File: config.mk
export PLATFORM = sky130hd
export DESIGN_NAME = tknt_cell
export DESIGN_NICKNAME = d
export VERILOG_FILES = /design/src/sv/tknt_pkg.sv /design/src/sv/tknt_cell.sv
export SDC_FILE = /design/constraint.sdc
export NUM_CORES = 1
export LEC_CHECK = 0
export BUFFER_PORTS_ARGS = -buffer_cell sky130_fd_sc_hd__buf_2
export CAP_MARGIN = 20
export CORE_MARGIN = 8
export CORE_UTILIZATION = 45
export CTS_BUF_LIST = sky130_fd_sc_hd__clkbuf_8
export DETAILED_ROUTE_END_ITERATION = 7
export PLACE_DENSITY_LB_ADDON = 0.1
export SYNTH_ARGS = -nofsm -noshare
export SYNTH_HDL_FRONTEND = slang
export SYNTH_SLANG_ARGS = --single-unit
File: constraint.sdc
create_clock -name i_clk -period 5.05 [get_ports i_clk]
set_input_delay 0.505 -clock i_clk [delete_from_list [all_inputs] [get_ports i_clk]]
set_output_delay 0.505 -clock i_clk [all_outputs]
set_load 0.02 [all_outputs]
File: src/sv/tknt_pkg.sv
// ----------------------------------------------------------------------------
// Top-K nearest tracker package
// Shared constants, request codes and cell control type.
// ----------------------------------------------------------------------------
package tknt_pkg;

    localparam int MAX_ENTRIES_DEF = 16;
    localparam int ID_BITS_DEF     = 32;
    localparam int DIST_BITS_DEF   = 16;

    localparam int REQ_W  = 2;
    localparam int RANK_W = 4;
    localparam int K_W    = 5;

    localparam logic [K_W-1:0] K_RESET = 5'd16;

    typedef enum logic [REQ_W-1:0] {
        REQ_ADD   = 2'd0,
        REQ_READ  = 2'd1,
        REQ_CLEAR = 2'd2
    } t_req;

    typedef struct packed {
        logic upd;
        logic occupied;
    } t_cell_ctrl;

endpackage

File: src/sv/tknt_cell.sv
// ----------------------------------------------------------------------------
// Top-K nearest tracker cell
// One list slot: holds an id and a distance, and on an update either takes
// its better neighbour's entry, takes the candidate, or keeps its own.
// ----------------------------------------------------------------------------
module tknt_cell
    import tknt_pkg::*;
#(
    parameter int ID_BITS   = ID_BITS_DEF,
    parameter int DIST_BITS = DIST_BITS_DEF
) (
    input  logic                 i_clk,
    input  t_cell_ctrl           i_ctrl,
    input  logic [ID_BITS-1:0]   i_cand_id,
    input  logic [DIST_BITS-1:0] i_cand_dist,
    input  logic [ID_BITS-1:0]   i_prev_id,
    input  logic [DIST_BITS-1:0] i_prev_dist,
    input  logic                 i_prev_before,
    output logic [ID_BITS-1:0]   o_id,
    output logic [DIST_BITS-1:0] o_dist,
    output logic                 o_before
);

    logic [ID_BITS-1:0]   r_id;
    logic [DIST_BITS-1:0] r_dist;
    logic [ID_BITS-1:0]   n_id;
    logic [DIST_BITS-1:0] n_dist;
    logic                 w_before;

    // An empty slot ranks behind any candidate.
    assign w_before = !i_ctrl.occupied || (i_cand_dist < r_dist);

    always_comb begin
        n_id   = r_id;
        n_dist = r_dist;
        if (i_ctrl.upd) begin
            if (i_prev_before) begin
                n_id   = i_prev_id;
                n_dist = i_prev_dist;
            end else if (w_before) begin
                n_id   = i_cand_id;
                n_dist = i_cand_dist;
            end
        end
    end

    always_ff @(posedge i_clk) begin
        r_id   <= n_id;
        r_dist <= n_dist;
    end

    assign o_id     = r_id;
    assign o_dist   = r_dist;
    assign o_before = w_before;

endmodule

==> impl_metrics.ini <==
[grt]
antenna_found_initial = 0
grt_pass1_vias = 2086
gr-total-overflow = 0
grt_pass1_wl_um = 9840
grt_max_degree = 50
grt_usage_pct = 14.7

[synthesis]
syn_area_um2 = 2450
yosysWarnings = 0
synth_top_area_share_pct = 58.9
synth_nets = 275
avgSynthCellArea_um2 = 15.3
ys_seq_area_share_pct = 58.9
ys_types = 21
synth.area.top_cells = edfxtp_1, mux2_2, ha_1
synth_seq_cells = 48
synth.largest_area_cell = edfxtp_1
synthCells = 160

[cts]
cts_tree = done
cts_buffers = 5
cts_buffer_depth = 2
clock-sinks = 48
clk_latency_ns = 0.29
cts_resized = 0
cts_root_buffer = clkbuf_8
clk_pin_slew_ns = 0.08
cts_setup_buffers = 0
cts_hold_buf = 0
cts_max_level = 2

[timing]
hold_viol = 0
skew_ns = 0.00346
finalCritPeriodShare_pct = 56.0
fin_setup_tns_ns = 0
setup_viol = 0
slew_viol_final = 0
rsz0062_at_grt = no
slew_headroom_pct = 51.3
tightest_slew_ns = 0.731
fin_crit_ns = 2.83
fmax_ghz = 0.353

[die]
start_util_pct = 45.6
rows = 27
die_h_um = 89.7
io_pins = 149
fp.dieW_um = 89.7
die_area_um2 = 8050
coreArea_um2 = 5370

[placed_design]
port_buffers = 148
place_area_um2 = 3280
gp_congestion = 0.782
dp_hpwl_um = 4870

[drt]
top_layer = met4
drc = 0
viasPerCell = 4.81
drtIter0Drc = 36
wl_um = 5990
routedWlPerCell_um = 15.6
postRouteAntennaNets = 0
wl_met2_um = 2990
wl_met3_um = 647
routed-via-count = 1850
wl_met1_um = 2270
drtPass1Iterations = 4

[outcome]
status = completed

[final_layout]
syn_to_final_growth_pct = 37.3
nets = 427
antenna_cells = 0
drive_gt1_share_pct = 65.8
fin_area_um2 = 3360
layout_common_cells = buf_2, edfxtp_1, mux2_2, inv_1, ha_1
final_common_cell = buf_2

[power_and_ir_drop]
p_leak_uw = 0.00157
peakVddDrop_mv = 0.201
powerDensity_nw_per_um2 = 290

[hold_path]
hold_depth = 2
worstHoldPathType = primary input to register

[setup_path]
endpoint_kind = register
worstPathMaxFanout = 35
crit_type = register to register
worstPathRequired_ns = 5.00
cp_data_arrival_time_ns = 2.78
ff2ff_path_depth = 7
worst_setup_path_start_kind = register

[flow_run]
maxCapViolCount = 0
## area by class of cell
class | count | area, µm²
clock buffers | 5 | 68.8
clock inverters | 3 | 15.0
fillers | 476 | 2010
inverters | 16 | 60.1
multi-input cells | 91 | 930
flip-flops and latches | 48 | 1440
well taps | 72 | 90.1
repair buffers | 150 | 756
## critical path, stage by stage, from the launching register on
cell and delay [ns]:
edfxtp_1 0.39, inv_1 0.08, ha_1 0.24, and4_1 0.23, a21oi_1 0.18, nand4_1 0.18, o31ai_4 0.64, buf_4 0.52
## metrics by stage
step / total power, µW / utilization (%) / hold WS [ns] / setup WS, ns / std cells
5_1_grt: 1030 / 62.6 / 0.492 / 2.06 / 385
4_1_cts: 988 / 62.6 / 0.494 / 2.20 / 385
3_3_place_gp: 769 / 61.0 / 0.807 / 2.05 / 377
3_5_place_dp: 772 / 61.0 / 0.808 / 1.99 / 377
6_report: 974 / 62.6 / 0.509 / 2.22 / 385
2_1_floorplan: 669 / - / 0.706 / 1.11 / 160
## path summary, 6_finish.rpt
| kind | startpoint | end | slack [ns] |
|---|---|---|---|
| max | o_dist[15]$_DFFE_PP_ | o_id[16]$_DFFE_PP_ | 2.22 |
| min | i_prev_id[10] | o_id[10]$_DFFE_PP_ | 0.51 |
| max reg2reg | o_dist[15]$_DFFE_PP_ | o_id[16]$_DFFE_PP_ | 2.22 |
| min reg2reg | o_dist[15]$_DFFE_PP_ | o_dist[7]$_DFFE_PP_ | 1.16 |
## state kept, by name (all words and copies together) (netlist names)
signal and cells:
o_dist 16, o_id 32
## cell families after synthesis
| logic type | after synthesis | share of synthesized area [%] |
|---|---|---|
| compound gates | 11 | 3.37 |
| mux | 48 | 22.1 |
| fa+ha+maj | 15 | 7.67 |
| buf+inv | 21 | 3.48 |
| flops | 48 | 58.9 |
| simple gates | 17 | 4.50 |
## cells in the mapped netlist, drive strengths merged
library cell  instances
and2                  1
o21ai                 2
nor3                  3
nand4b                1
nand4                 3
and4                  1
a21o                  1
mux2                 48
and3                  1
buf                   5
a2111o                1
nand3                 4
inv                  16
o31ai                 2
a2bb2oi               1
nand2b                1
a21oi                 4
nand2                 2
edfxtp               48
ha                   15
## metal layers
layer,up-vias,track usage (%)
met4,0,3.95
met3,7,7.65
li1,911,-
met2,85,25.5
met5,-,0
met1,847,15.1
## report_power, final
group          switching [µW]  internal (µW)  total (µW)
Clock                     120           94.1         214
Combinational             144            106         250
Sequential               13.9            496         510
No activity file was read; power rests on OpenSTA's default activity.
